File: src/hdl/dfe_pkg.sv
// Shared types and constants of the delimited field extractor.
// Used by the interfaces, the window cell and the top level.
package dfe_pkg;

  localparam int unsigned CFG_IDX_W  = 2;
  localparam int unsigned CFG_DATA_W = 64;
  localparam int unsigned LEN_W      = 4;
  localparam int unsigned FIELD_W    = 16;
  localparam int unsigned CNT_W      = 17;

  localparam logic [CFG_IDX_W-1:0] REG_DELIM_BYTES = 2'd0;
  localparam logic [CFG_IDX_W-1:0] REG_DELIM_LEN   = 2'd1;
  localparam logic [CFG_IDX_W-1:0] REG_FIELD_NUM   = 2'd2;

  localparam logic [7:0] DELIM_RESET = 8'd44;

  typedef enum logic [2:0] {
    ACT_NONE,
    ACT_POP,
    ACT_POP_INS,
    ACT_INS,
    ACT_TERM
  } act_e;

  typedef struct packed {
    logic shift;
    logic clear;
  } cell_ctrl_t;

endpackage

File: src/hdl/dfe_if.sv
// Stream and configuration channel interfaces of the field extractor.
// Depends on dfe_pkg for the configuration widths.
interface dfe_in_if;
  logic       valid;
  logic       ready;
  logic [7:0] in_byte;
  logic       byte_present;
  logic       end_of_string;

  modport source (output valid, in_byte, byte_present, end_of_string, input ready);
  modport sink   (input valid, in_byte, byte_present, end_of_string, output ready);
endinterface

interface dfe_out_if;
  logic       valid;
  logic       ready;
  logic [7:0] out_byte;
  logic       out_present;
  logic       out_last;

  modport source (output valid, out_byte, out_present, out_last, input ready);
  modport sink   (input valid, out_byte, out_present, out_last, output ready);
endinterface

interface dfe_cfg_if;
  logic                             valid;
  logic                             ready;
  logic [dfe_pkg::CFG_IDX_W-1:0]    index;
  logic [dfe_pkg::CFG_DATA_W-1:0]   data;

  modport source (output valid, index, data, input ready);
  modport sink   (input valid, index, data, output ready);
endinterface

File: src/hdl/dfe_cell.sv
// One byte cell of the delimiter match window.
// Shifts toward the window head, takes the new byte, compares with its delimiter byte.
module dfe_cell (
  input  logic                clk_i,
  input  logic                rst_ni,
  input  dfe_pkg::cell_ctrl_t ctrl_i,
  input  logic                wr_i,
  input  logic [7:0]          wr_byte_i,
  input  logic [7:0]          next_byte_i,
  input  logic [7:0]          delim_byte_i,
  output logic [7:0]          byte_o,
  output logic                eq_o
);

  logic [7:0] byte_q;
  logic [7:0] byte_d;

  always_comb begin
    if (wr_i) begin
      byte_d = wr_byte_i;
    end else if (ctrl_i.shift) begin
      byte_d = next_byte_i;
    end else begin
      byte_d = byte_q;
    end
  end

  assign eq_o   = (byte_d == delim_byte_i);
  assign byte_o = byte_q;

  always_ff @(posedge clk_i or negedge rst_ni) begin
    if (!rst_ni) begin
      byte_q <= 8'h00;
    end else begin
      byte_q <= ctrl_i.clear ? 8'h00 : byte_d;
    end
  end

endmodule

File: src/hdl/delimited_field_extract.sv
// Delimited field extractor: returns the bytes of one numbered field of a byte string.
// Items follow back to back; a held item first pops each byte held beyond a shortened
// delimiter length, then takes in its byte if it has one, and at a string end pops every byte
// left in the window and then emits the terminator.
// Output is registered and appears in the cycle after the one that produces it; a full output stage stalls input.
// rst_ni clears the window, field counter and handshake state; config returns to ',' len 1, field 0.
module delimited_field_extract #(
  parameter int unsigned DELIM_MAX = 8
) (
  input  logic   clk_i,
  input  logic   rst_ni,
  dfe_in_if.sink    in_i,
  dfe_cfg_if.sink   cfg_i,
  dfe_out_if.source out_o
);

  localparam int unsigned FW = $clog2(DELIM_MAX + 1);
  localparam logic [dfe_pkg::CNT_W-1:0] CNT_MAX = '1;

  logic [dfe_pkg::CFG_DATA_W-1:0] delim_q;
  logic [dfe_pkg::LEN_W-1:0]      len_q;
  logic [dfe_pkg::FIELD_W-1:0]    field_q;

  logic                           pend_q;
  logic [7:0]                     b_q;
  logic                           pres_q;
  logic                           last_q;
  logic                           ins_done_q;
  logic                           ins_done_d;

  logic [FW-1:0]                  fill_q;
  logic [FW-1:0]                  fill_d;
  logic [dfe_pkg::CNT_W-1:0]      cnt_q;
  logic [dfe_pkg::CNT_W-1:0]      cnt_d;

  logic                           out_valid_q;
  logic [7:0]                     out_byte_q;
  logic                           out_present_q;
  logic                           out_last_q;

  logic [FW-1:0]                  len_eff;
  logic                           sel;
  dfe_pkg::act_e                  act;
  logic                           emit;
  logic                           go;
  logic                           done;
  logic                           accept;
  logic                           is_pop;
  logic                           is_ins;
  logic [FW-1:0]                  ins_pos;
  logic [FW-1:0]                  fill_ins;
  logic                           match;
  dfe_pkg::cell_ctrl_t            cell_ctrl;
  logic [DELIM_MAX-1:0][7:0]      win;
  logic [DELIM_MAX-1:0]           eq;
  logic [DELIM_MAX-1:0]           mask;

  assign len_eff = (len_q > dfe_pkg::LEN_W'(DELIM_MAX)) ? FW'(DELIM_MAX) : FW'(len_q);
  assign sel     = (len_eff != '0) && (cnt_q == {1'b0, field_q});

  always_comb begin
    act = dfe_pkg::ACT_NONE;
    if (pend_q) begin
      if (pres_q && (len_eff != '0) && !ins_done_q) begin
        if (fill_q > len_eff) begin
          act = dfe_pkg::ACT_POP;
        end else if (fill_q == len_eff) begin
          act = dfe_pkg::ACT_POP_INS;
        end else begin
          act = dfe_pkg::ACT_INS;
        end
      end else if (last_q) begin
        act = (fill_q != '0) ? dfe_pkg::ACT_POP : dfe_pkg::ACT_TERM;
      end
    end
  end

  assign is_pop = (act == dfe_pkg::ACT_POP) || (act == dfe_pkg::ACT_POP_INS);
  assign is_ins = (act == dfe_pkg::ACT_INS) || (act == dfe_pkg::ACT_POP_INS);
  assign emit   = (is_pop && sel) || (act == dfe_pkg::ACT_TERM);
  assign go     = !emit || !out_valid_q || out_o.ready;
  assign done   = pend_q && go && ((act == dfe_pkg::ACT_NONE) || (act == dfe_pkg::ACT_TERM) ||
                                   (is_ins && !last_q));

  assign in_i.ready = !pend_q || done;
  assign accept     = in_i.valid && in_i.ready;

  assign ins_pos  = (act == dfe_pkg::ACT_POP_INS) ? fill_q - FW'(1) : fill_q;
  assign fill_ins = (act == dfe_pkg::ACT_POP_INS) ? fill_q : fill_q + FW'(1);

  always_comb begin
    for (int i = 0; i < DELIM_MAX; i++) begin
      mask[i] = (FW'(i) < len_eff);
    end
  end

  assign match           = go && is_ins && (fill_ins == len_eff) && (&(eq | ~mask));
  assign cell_ctrl.shift = go && is_pop;
  assign cell_ctrl.clear = match;

  for (genvar i = 0; i < DELIM_MAX; i++) begin : g_cell
    logic [7:0] next_byte;
    if (i == DELIM_MAX - 1) begin : g_tail
      assign next_byte = 8'h00;
    end else begin : g_body
      assign next_byte = win[i+1];
    end
    dfe_cell u_cell (
      .clk_i        (clk_i),
      .rst_ni       (rst_ni),
      .ctrl_i       (cell_ctrl),
      .wr_i         (go && is_ins && (ins_pos == FW'(i))),
      .wr_byte_i    (b_q),
      .next_byte_i  (next_byte),
      .delim_byte_i (delim_q[8*i +: 8]),
      .byte_o       (win[i]),
      .eq_o         (eq[i])
    );
  end

  always_comb begin
    fill_d = fill_q;
    cnt_d  = cnt_q;
    if (go) begin
      case (act)
        dfe_pkg::ACT_POP: begin
          fill_d = fill_q - FW'(1);
        end
        dfe_pkg::ACT_POP_INS, dfe_pkg::ACT_INS: begin
          fill_d = match ? '0 : fill_ins;
          if (match && (cnt_q != CNT_MAX)) begin
            cnt_d = cnt_q + dfe_pkg::CNT_W'(1);
          end
        end
        dfe_pkg::ACT_TERM: begin
          fill_d = '0;
          cnt_d  = '0;
        end
        default: begin
          fill_d = fill_q;
        end
      endcase
    end
  end

  always_comb begin
    ins_done_d = ins_done_q;
    if (accept) begin
      ins_done_d = 1'b0;
    end else if (go && is_ins && last_q) begin
      ins_done_d = 1'b1;
    end
  end

  assign cfg_i.ready = 1'b1;

  always_ff @(posedge clk_i or negedge rst_ni) begin
    if (!rst_ni) begin
      delim_q    <= dfe_pkg::CFG_DATA_W'(dfe_pkg::DELIM_RESET);
      len_q      <= dfe_pkg::LEN_W'(1);
      field_q    <= '0;
      pend_q     <= 1'b0;
      ins_done_q <= 1'b0;
      fill_q     <= '0;
      cnt_q      <= '0;
      out_valid_q <= 1'b0;
    end else begin
      if (cfg_i.valid) begin
        case (cfg_i.index)
          dfe_pkg::REG_DELIM_BYTES: delim_q <= cfg_i.data;
          dfe_pkg::REG_DELIM_LEN:   len_q   <= cfg_i.data[dfe_pkg::LEN_W-1:0];
          dfe_pkg::REG_FIELD_NUM:   field_q <= cfg_i.data[dfe_pkg::FIELD_W-1:0];
          default:                  len_q   <= len_q;
        endcase
      end
      if (accept) begin
        pend_q <= 1'b1;
      end else if (done) begin
        pend_q <= 1'b0;
      end
      ins_done_q <= ins_done_d;
      fill_q     <= fill_d;
      cnt_q      <= cnt_d;
      if (go && emit) begin
        out_valid_q <= 1'b1;
      end else if (out_o.ready) begin
        out_valid_q <= 1'b0;
      end
    end
  end

  always_ff @(posedge clk_i) begin
    if (accept) begin
      b_q    <= in_i.in_byte;
      pres_q <= in_i.byte_present;
      last_q <= in_i.end_of_string;
    end
    if (go && emit) begin
      out_byte_q    <= (act == dfe_pkg::ACT_TERM) ? 8'h00 : win[0];
      out_present_q <= (act != dfe_pkg::ACT_TERM);
      out_last_q    <= (act == dfe_pkg::ACT_TERM);
    end
  end

  assign out_o.valid       = out_valid_q;
  assign out_o.out_byte    = out_byte_q;
  assign out_o.out_present = out_present_q;
  assign out_o.out_last    = out_last_q;

endmodule

File: src/flat_wrapper.sv
// flat-port wrapper written by rule: the top's interface ports become plain ports
module delimited_field_extract_flat 
#(
  parameter int unsigned DELIM_MAX = 8
)
  (clk_i, rst_ni, in_i_valid, in_i_in_byte, in_i_byte_present, in_i_end_of_string, in_i_ready, cfg_i_valid, cfg_i_index, cfg_i_data, cfg_i_ready, out_o_valid, out_o_out_byte, out_o_out_present, out_o_out_last, out_o_ready);
  dfe_in_if in_i_i ();
  dfe_cfg_if cfg_i_i ();
  dfe_out_if out_o_i ();
  input  logic clk_i;
  input  logic rst_ni;
  input wire logic [$bits(in_i_i.valid)-1:0] in_i_valid;
  input wire logic [$bits(in_i_i.in_byte)-1:0] in_i_in_byte;
  input wire logic [$bits(in_i_i.byte_present)-1:0] in_i_byte_present;
  input wire logic [$bits(in_i_i.end_of_string)-1:0] in_i_end_of_string;
  output wire logic [$bits(in_i_i.ready)-1:0] in_i_ready;
  input wire logic [$bits(cfg_i_i.valid)-1:0] cfg_i_valid;
  input wire logic [$bits(cfg_i_i.index)-1:0] cfg_i_index;
  input wire logic [$bits(cfg_i_i.data)-1:0] cfg_i_data;
  output wire logic [$bits(cfg_i_i.ready)-1:0] cfg_i_ready;
  output wire logic [$bits(out_o_i.valid)-1:0] out_o_valid;
  output wire logic [$bits(out_o_i.out_byte)-1:0] out_o_out_byte;
  output wire logic [$bits(out_o_i.out_present)-1:0] out_o_out_present;
  output wire logic [$bits(out_o_i.out_last)-1:0] out_o_out_last;
  input wire logic [$bits(out_o_i.ready)-1:0] out_o_ready;
  assign in_i_i.valid = in_i_valid;
  assign in_i_i.in_byte = in_i_in_byte;
  assign in_i_i.byte_present = in_i_byte_present;
  assign in_i_i.end_of_string = in_i_end_of_string;
  assign in_i_ready = in_i_i.ready;
  assign cfg_i_i.valid = cfg_i_valid;
  assign cfg_i_i.index = cfg_i_index;
  assign cfg_i_i.data = cfg_i_data;
  assign cfg_i_ready = cfg_i_i.ready;
  assign out_o_valid = out_o_i.valid;
  assign out_o_out_byte = out_o_i.out_byte;
  assign out_o_out_present = out_o_i.out_present;
  assign out_o_out_last = out_o_i.out_last;
  assign out_o_i.ready = out_o_ready;
  delimited_field_extract #(.DELIM_MAX(DELIM_MAX)) u_core (.clk_i(clk_i), .rst_ni(rst_ni), .in_i(in_i_i), .cfg_i(cfg_i_i), .out_o(out_o_i));
endmodule
File: config.mk
export PLATFORM = sky130hd
export DESIGN_NAME = delimited_field_extract_flat
export DESIGN_NICKNAME = d
export VERILOG_FILES = /design/src/hdl/dfe_pkg.sv /design/src/hdl/dfe_if.sv /design/src/hdl/dfe_cell.sv /design/src/hdl/delimited_field_extract.sv /design/src/flat_wrapper.sv
export SDC_FILE = /design/constraint.sdc
export NUM_CORES = 1
export LEC_CHECK = 0
export BUFFER_PORTS_ARGS = -buffer_cell sky130_fd_sc_hd__buf_4
export CORE_UTILIZATION = 30
export CTS_BUF_LIST = sky130_fd_sc_hd__clkbuf_8
export CTS_CLUSTER_DIAMETER = 150
export CTS_CLUSTER_SIZE = 16
export DETAILED_ROUTE_END_ITERATION = 8
export PLACE_DENSITY = 0.57
export SYNTH_ARGS = -nofsm -noshare
export SYNTH_HDL_FRONTEND = slang
export SYNTH_SLANG_ARGS = --single-unit
File: constraint.sdc
create_clock -name clk_i -period 6.2 [get_ports clk_i]
set_input_delay 0 -clock clk_i [delete_from_list [all_inputs] [get_ports clk_i]]
set_output_delay 0 -clock clk_i [all_outputs]
set_load 0.1 [all_outputs]
Word-level counts from Yosys, hierarchy flattened
Index checks and enable logic that the tools add are counted.
- word-level logic and storage cells: 160
- output and inout port bits: 13
- bits in registers: 192
- bits of input ports: 81
- reduce and logical (&&, ||, !) cells: 53
- equal/unequal tests: 27
- muxes and demuxes: 43
- add/subtract/negate cells: 3
- bitwise operators: 2
- magnitude comparators: 10
- operators by type and width (kind ; number):
    8-bit two-way mux ; 24
    8-bit == test ; 8
    17-bit one-hot mux with 2 select lines ; 1
    1-bit logical AND ; 23
    17-bit by 1-bit adder with 17-bit output (second input constant) ; 1
    17-bit by 16-bit == test with 1-bit output ; 1
    17-bit two-way mux ; 1
    17-bit != test (second input constant) ; 1
    4-bit by 3-bit == test with 1-bit output (second input constant) ; 4
    3-bit by 4-bit < comparator with 1-bit output (first input constant) ; 4
    4-bit two-way mux ; 4
    3-bit two-way mux ; 5
    4-bit one-hot mux with 3 select lines ; 1
    4-bit by 2-bit == test with 1-bit output (second input constant) ; 2
    4-bit == test ; 2
    1-bit logical OR ; 8
    1-bit by 4-bit < comparator with 1-bit output (first input constant) ; 2
    2-bit by 4-bit < comparator with 1-bit output (first input constant) ; 2
    8-bit inverter ; 1
    8-bit bitwise OR ; 1
    2-bit AND reduction ; 4
    8-bit AND reduction ; 1
    2-bit nonzero test ; 4
    4-bit nonzero test ; 2
    20 further kinds ; 31

Logic depth before layout (Yosys ltp)
- word-level depth: 24
- gate-level depth with buffers: 20
- depth with buffers taken out: 15

By module
A second synthesis with hierarchy kept.
- cell total of the unflattened synthesis: 1093
- area, all modules: 11473.5 um2
- by module, submodules not included (module ; cells each ; times used ; sequential area each (um2) ; area an instance (um2)):
    delimited_field_extract ; 501 ; 1 ; 3308.2 ; 6078.3
    dfe_cell ; 74 ; 8 ; 200.2 ; 674.4

Worst setup path before layout
No wires, ideal clock.
- path kind: reg2reg
- start point: register u_core.fill_q[0]
- end point: register u_core.b_q[0], enable pin
- clock period less this slack: 5.398 ns
- buffers on the path: 1
- setup time: 0.345 ns
- setup slack: 0.802 ns
- required time: 5.855 ns
- arrival: 5.053 ns
- stages on the path, launching flop included: 11
- path through: dfrtp_1 > clkbuf_1 > inv_1 > ha_1 > or3b_1 > a32oi_1 > a41oi_1 > a21oi_1 > nor2_1 > a221oi_1 > and2_1
- longest elaborated chain between the ends: 16
- elaborated cells between the ends (all ways): 28
- classes of those cells: order compare (1); eq/ne (5); mux (6); reduce/logical (16)
- ends and longest elaborated chain (item ; RTL line ; source):
    start, declared ; delimited_field_extract.sv:31 ; logic [FW-1:0] fill_q;
    start signal, assigned ; delimited_field_extract.sv:182 ; fill_q <= fill_d;
    parallel branches: the longest is 3 deep, another holds 4-bit greater-than comparator ; -- ;
    3-bit two-way mux (*) ; delimited_field_extract.sv:64 ; if (pres_q && (len_eff != '0) && !ins_done_q) begin
    3-bit two-way mux (*) ; delimited_field_extract.sv:63 ; if (pend_q) begin
    3-bit by 1-bit == test with 1-bit output or 3-bit by 2-bit == test with 1-bit output (tied branches) ; delimited_field_extract.sv:78, delimited_field_extract.sv:79 ;
    1-bit logical OR ; delimited_field_extract.sv:78 ; assign is_pop = (act == dfe_pkg::ACT_POP) || (act == dfe_pkg::ACT_POP_INS);
    1-bit logical AND ; delimited_field_extract.sv:80 ; assign emit = (is_pop && sel) || (act == dfe_pkg::ACT_TERM);
    1-bit logical OR ; delimited_field_extract.sv:80 ;
    1-bit zero test ; delimited_field_extract.sv:81 ; assign go = !emit || !out_valid_q || out_o.ready;
    1-bit logical OR (2 in a row) ; delimited_field_extract.sv:81 ;
    1-bit logical AND ; delimited_field_extract.sv:82 ; assign done = pend_q && go && ((act == dfe_pkg::ACT_NONE) || (act == dfe_pkg::ACT_TERM) ||
    1-bit logical AND (*) ; delimited_field_extract.sv:82 ;
    1-bit logical OR (*) ; delimited_field_extract.sv:85 ; assign in_i.ready = !pend_q || done;
    via in_i_ready ; flat_wrapper.sv:16 ; output wire logic [$bits(in_i_i.ready)-1:0] in_i_ready;
    1-bit logical AND (*) ; delimited_field_extract.sv:86 ; assign accept = in_i.valid && in_i.ready;
    via u_core.accept ; delimited_field_extract.sv:47 ; logic accept;
    end signal, assigned ; delimited_field_extract.sv:194 ; b_q <= in_i.in_byte;
    end, declared ; delimited_field_extract.sv:25 ; logic [7:0] b_q;
Mark *: on every way through the listed nets, which the timed path passes.
A chain may end at the register's enable or synchronous reset.

Final worst setup path
- start point: register u_core.len_q[3] in the netlist's numbering
- end point: register u_core.cnt_q[14] in the netlist's numbering
- longest elaborated chain between the ends: 24
- elaborated cells between the ends (all ways): 87
- classes of those cells: order compare (10); eq/ne (22); mux (24); bitwise (2); reduce/logical (29)
- ends and longest elaborated chain (item ; RTL line ; source):
    start, declared ; delimited_field_extract.sv:21 ; logic [dfe_pkg::LEN_W-1:0] len_q;
    start signal, assigned ; delimited_field_extract.sv:160 ; len_q <= dfe_pkg::LEN_W'(1);
    start signal, assigned ; delimited_field_extract.sv:171 ; dfe_pkg::REG_DELIM_LEN: len_q <= cfg_i.data[dfe_pkg::LEN_W-1:0];
    start signal, assigned ; delimited_field_extract.sv:173 ; default: len_q <= len_q;
    4-bit greater-than comparator ; delimited_field_extract.sv:58 ; assign len_eff = (len_q > dfe_pkg::LEN_W'(DELIM_MAX)) ? FW'(DELIM_MAX) : FW'(len_q);
    4-bit two-way mux (*) ; delimited_field_extract.sv:58 ;
    parallel branches: the longest is 22 deep, another holds 4-bit greater-than comparator ; -- ;
    end signal, assigned ; delimited_field_extract.sv:183 ; cnt_q <= cnt_d;
    end, declared ; delimited_field_extract.sv:33 ; logic [dfe_pkg::CNT_W-1:0] cnt_q;
Every way passes the cells marked *.

==> impl_metrics.toml <==
[clocking]
cts_sinks = 192
cts_setup_buffers = 0
cts_tree = "done"
path_clk_slew_ps = 120
insertion_delay_ps = 510
htree_num_levels = 4
cts_made_buffers = 17
cts_root_buf = "clkbuf_8"
clk_path_buf_depth = 2

[timing]
tightest_slew_ps = 1178
maxSlewHeadroom_pct = 21.46
tns_ps = 0
hold_violations = 0
setup_slack_ps = 526.4
whs_ps = 79.43
rsz0062_at_grt = "false"
min_period_over_period_pct = 91.51
timing.fmax_ghz = 0.1763
setup_violations = 0
slew_viol_final = 0
fin_crit_ps = 5674
finClkSkew_ps = 25.99

[power_and_ir_drop]
power_frac_comb_pct = 44.3
p_sw_mw = 2.116
intPower_mw = 2.719
switching_share_pct = 43.76
clockPowerShare_pct = 16.4
power.leakage_nw = 5.893
share_seq_of_total_power_pct = 39.3
max-vdd-ir-drop_v = 0.0002787
power_density_nw_per_um2 = 352.0

[setup_path]
cpLargestDelayFamily = "compound AO/OA/AOI/OAI gates"
cp_slowest_stage_delay_ps = 710
endpoint_kind = "flop"
worst-path-buf-inv = 2
cp.arrival_ps = 6090
cp.required_ps = 6610
path_class = "reg2reg"
crit_fanout = 22
slowest_stage = "o21a_2"
cp-start-kind = "flop"
path_cells = "inv_1, nand2_1, ha_1, nand4_1, a41oi_1, o21a_2, buf_4, mux2_2, mux2i_1, xor2_1, nand4_1, o41ai_4, nand3b_2, o31a_1, o22a_1"
cpMostUsedCell = "nand4_1"

[layout]
fin_nets = 1402
num-fill-cells = 3756
final_layout_size_suffix_gt1_share_pct = 19.08
n_antenna_cell = 0
syn2layout_area_growth_pct = 21.19
multi_input_area_um2 = 6000
regArea_um2 = 4910

[yosys]
synth_most_common_cell = "dfrtp_1"
synth_common_cells = "dfrtp_1, nor2_1, xor2_1, nand2_1, a21oi_1"
yosysUniqueCellTypes = 75
synthArstFlopShare_pct = 89.58
synth_edf_count = 20
synth.area.top_cells = "dfrtp_1, xor2_1, mux2_2"
synth_top_area_cell = "dfrtp_1"
syn_avg_cell_area_um2 = 9.704
synth_nets = 1257
synth_top_flop_cell = "dfrtp_1"
yosysSeqAreaShare_pct = 43.32
synth-seq-cells = 192
synth.top_cell.area_share_pct = 37.09
yosys_warnings = 0
synth_cells = 1168
synth_area_um2 = 11330

[placement]
post-dp-hpwl_um = 23610
routabilityCongestion = 0.9031
pre_cts_ws_ps = 531.7
port-buffer-count = 92

[global_route]
grt-ovfl-total = 0
antenna_found_initial = 0
track_usage_pct = 17.86
grt_pass1_wl_um = 53440
grt_max_degree = 75
grt_pass1_vias = 9423

[die]
design.core.area_um2 = 36870
start_util_pct = 30.74
rows = 70
io_pins = 94
die_area_um2 = 38560
die_h_um = 196.4
die_width_um = 196.4

[drt]
drt-initial-drc-count = 771
via_per_inst = 5.121
postRouteAntennaNets = 0
vias = 9371
drt-total-wl_um = 33430
drc = 0
dr.pass1.iters = 5
wl_per_cell_um = 18.27

[outcome]
status = "complete, no violations"

[worst_hold_path]
hold_class = "in2async"

[run]
drv_cap = 0
-- layer usage --
metal  up-vias  global-route usage (%)  share of wire, %
li1       4430                       -                 -
met4         0                   5.527               1.9
met2       262                   29.10                47
met1      4638                   24.47                47
met5         -                       0                 0
met3        41                   2.481               3.9
-- state kept, by name (all words and copies together) (netlist names) --
| signal | flops |
|---|---|
| u_core.ins_done_q | 1 |
| u_core.cnt_q | 17 |
| u_core.g_cell.u_cell.byte_o | 64 |
| u_core.out_o.out_present | 1 |
| u_core.pres_q | 1 |
| u_core.len_q | 4 |
| u_core.fill_q | 4 |
| u_core.pend_q | 1 |
| u_core.field_q | 16 |
| u_core.last_q | 1 |
| u_core.out_o.valid | 1 |
| u_core.out_o.out_byte | 8 |
| u_core.delim_q | 64 |
| u_core.out_o.out_last | 1 |
| u_core.b_q | 8 |
-- placed cells by master, fill, tap and decap left out, drive strengths merged, types with 6 or more instances in the layout --
| master | n |
|---|---|
| clkbuf | 17 |
| a31oi | 8 |
| a21oi | 92 |
| nor3 | 24 |
| nor2 | 109 |
| o22ai | 8 |
| nand3 | 20 |
| dlygate4sd3 | 77 |
| o21ai | 34 |
| xor2 | 105 |
| dfrtp | 168 |
| nor3b | 6 |
| o31ai | 13 |
| a221oi | 9 |
| a211oi | 10 |
| nand2 | 98 |
| and2 | 13 |
| nor4 | 28 |
| edfxtp | 20 |
| nand4 | 15 |
| clkinv | 6 |
| mux2 | 79 |
| inv | 43 |
| mux2i | 33 |
| nor2b | 11 |
| buf | 120 |
| o41ai | 6 |
| ha | 8 |
| xnor2 | 42 |
| nand3b | 9 |
| and3 | 10 |
-- kinds of logic (layout without fill, tap and decap cells) --
family	count (synthesis)	after routing	synth area share (%)
AND/OR/NAND/NOR	363	363	15.54
adder cells (fa/ha/maj)	8	8	0.8831
AO/OA/AOI/OAI	235	235	13.81
buffers and inverters	109	267	3.974
XOR/XNOR	148	148	11.57
flip-flops	192	192	43.32
multiplexers	112	112	10.87
other	1	1	0.03308
-- through the flow --
stage / utilization (%) / total power, mW / cell area, um2 / std cells
after floorplan: - / 3.361 / 11330 / 1168
after global placement: 34.17 / 3.964 / 12600 / 1721
after detailed placement: 34.17 / 4.001 / 12600 / 1721
after CTS: 37.25 / 4.840 / 13740 / 1830
after global routing: 37.25 / 5.146 / 13740 / 1830
final: 37.25 / 4.835 / 13740 / 1830
-- final timing paths --
| path | start | end | slack, ps | depth (start not counted) |
|---|---|---|---|---|
| min in group clk_i | cfg_i_index[1] | u_core.len_q[2] | 110 | 3 |
| max in group asynchronous | rst_ni | u_core.delim_q[14] | 4740 | 3 |
| max reg2reg | u_core.len_q[3] | u_core.cnt_q[14] | 530 | 15 |
| min reg2reg | u_core.field_q[3] | u_core.field_q[3] | 540 | 1 |
| max | u_core.len_q[3] | u_core.cnt_q[14] | 530 | 15 |
| min | rst_ni | u_core.g_cell[5].u_cell.byte_o[6] | 80 | 2 |
-- layout make-up --
| class | instances | area share [%] |
|---|---|---|
| Tap cell | 504 | 4.591 |
| Clock buffer | 17 | 1.703 |
| Clock inverter | 15 | 0.9655 |
| Inverter | 38 | 1.038 |
| Multi-Input combinational cell | 867 | 43.67 |
| Sequential cell | 192 | 35.74 |
| Timing Repair Buffer | 197 | 12.29 |
-- what timing repair did --
item	CTS	global route
hold buffers	77	0
endpoints found under the setup margin	0	0
endpoints found under the hold margin	169	0
gates resized for setup	0	0
-- power groups by stage --
| stage | clock network [mW] | registers, mW | logic [mW] |
|---|---|---|---|
| floorplan | 0 | 1.82 | 1.54 |
| global placement | 0 | 1.92 | 2.05 |
| detailed placement | 0 | 1.92 | 2.08 |
| CTS | 0.818 | 1.89 | 2.13 |
| global route | 0.867 | 1.93 | 2.35 |
| finish | 0.794 | 1.90 | 2.14 |
-- worst reg2reg max path: stages, from the launching register on --
cell and delay (ps):
dfrtp_1 520, inv_1 200, nand2_1 120, ha_1 330
nand4_1 260, a41oi_1 620, o21a_2 710, buf_4 330
mux2_2 350, mux2i_1 210, xor2_1 180, nand4_1 190
o41ai_4 580, nand3b_2 420, o31a_1 380, o22a_1 170
(Power assumes the default switching activity.)
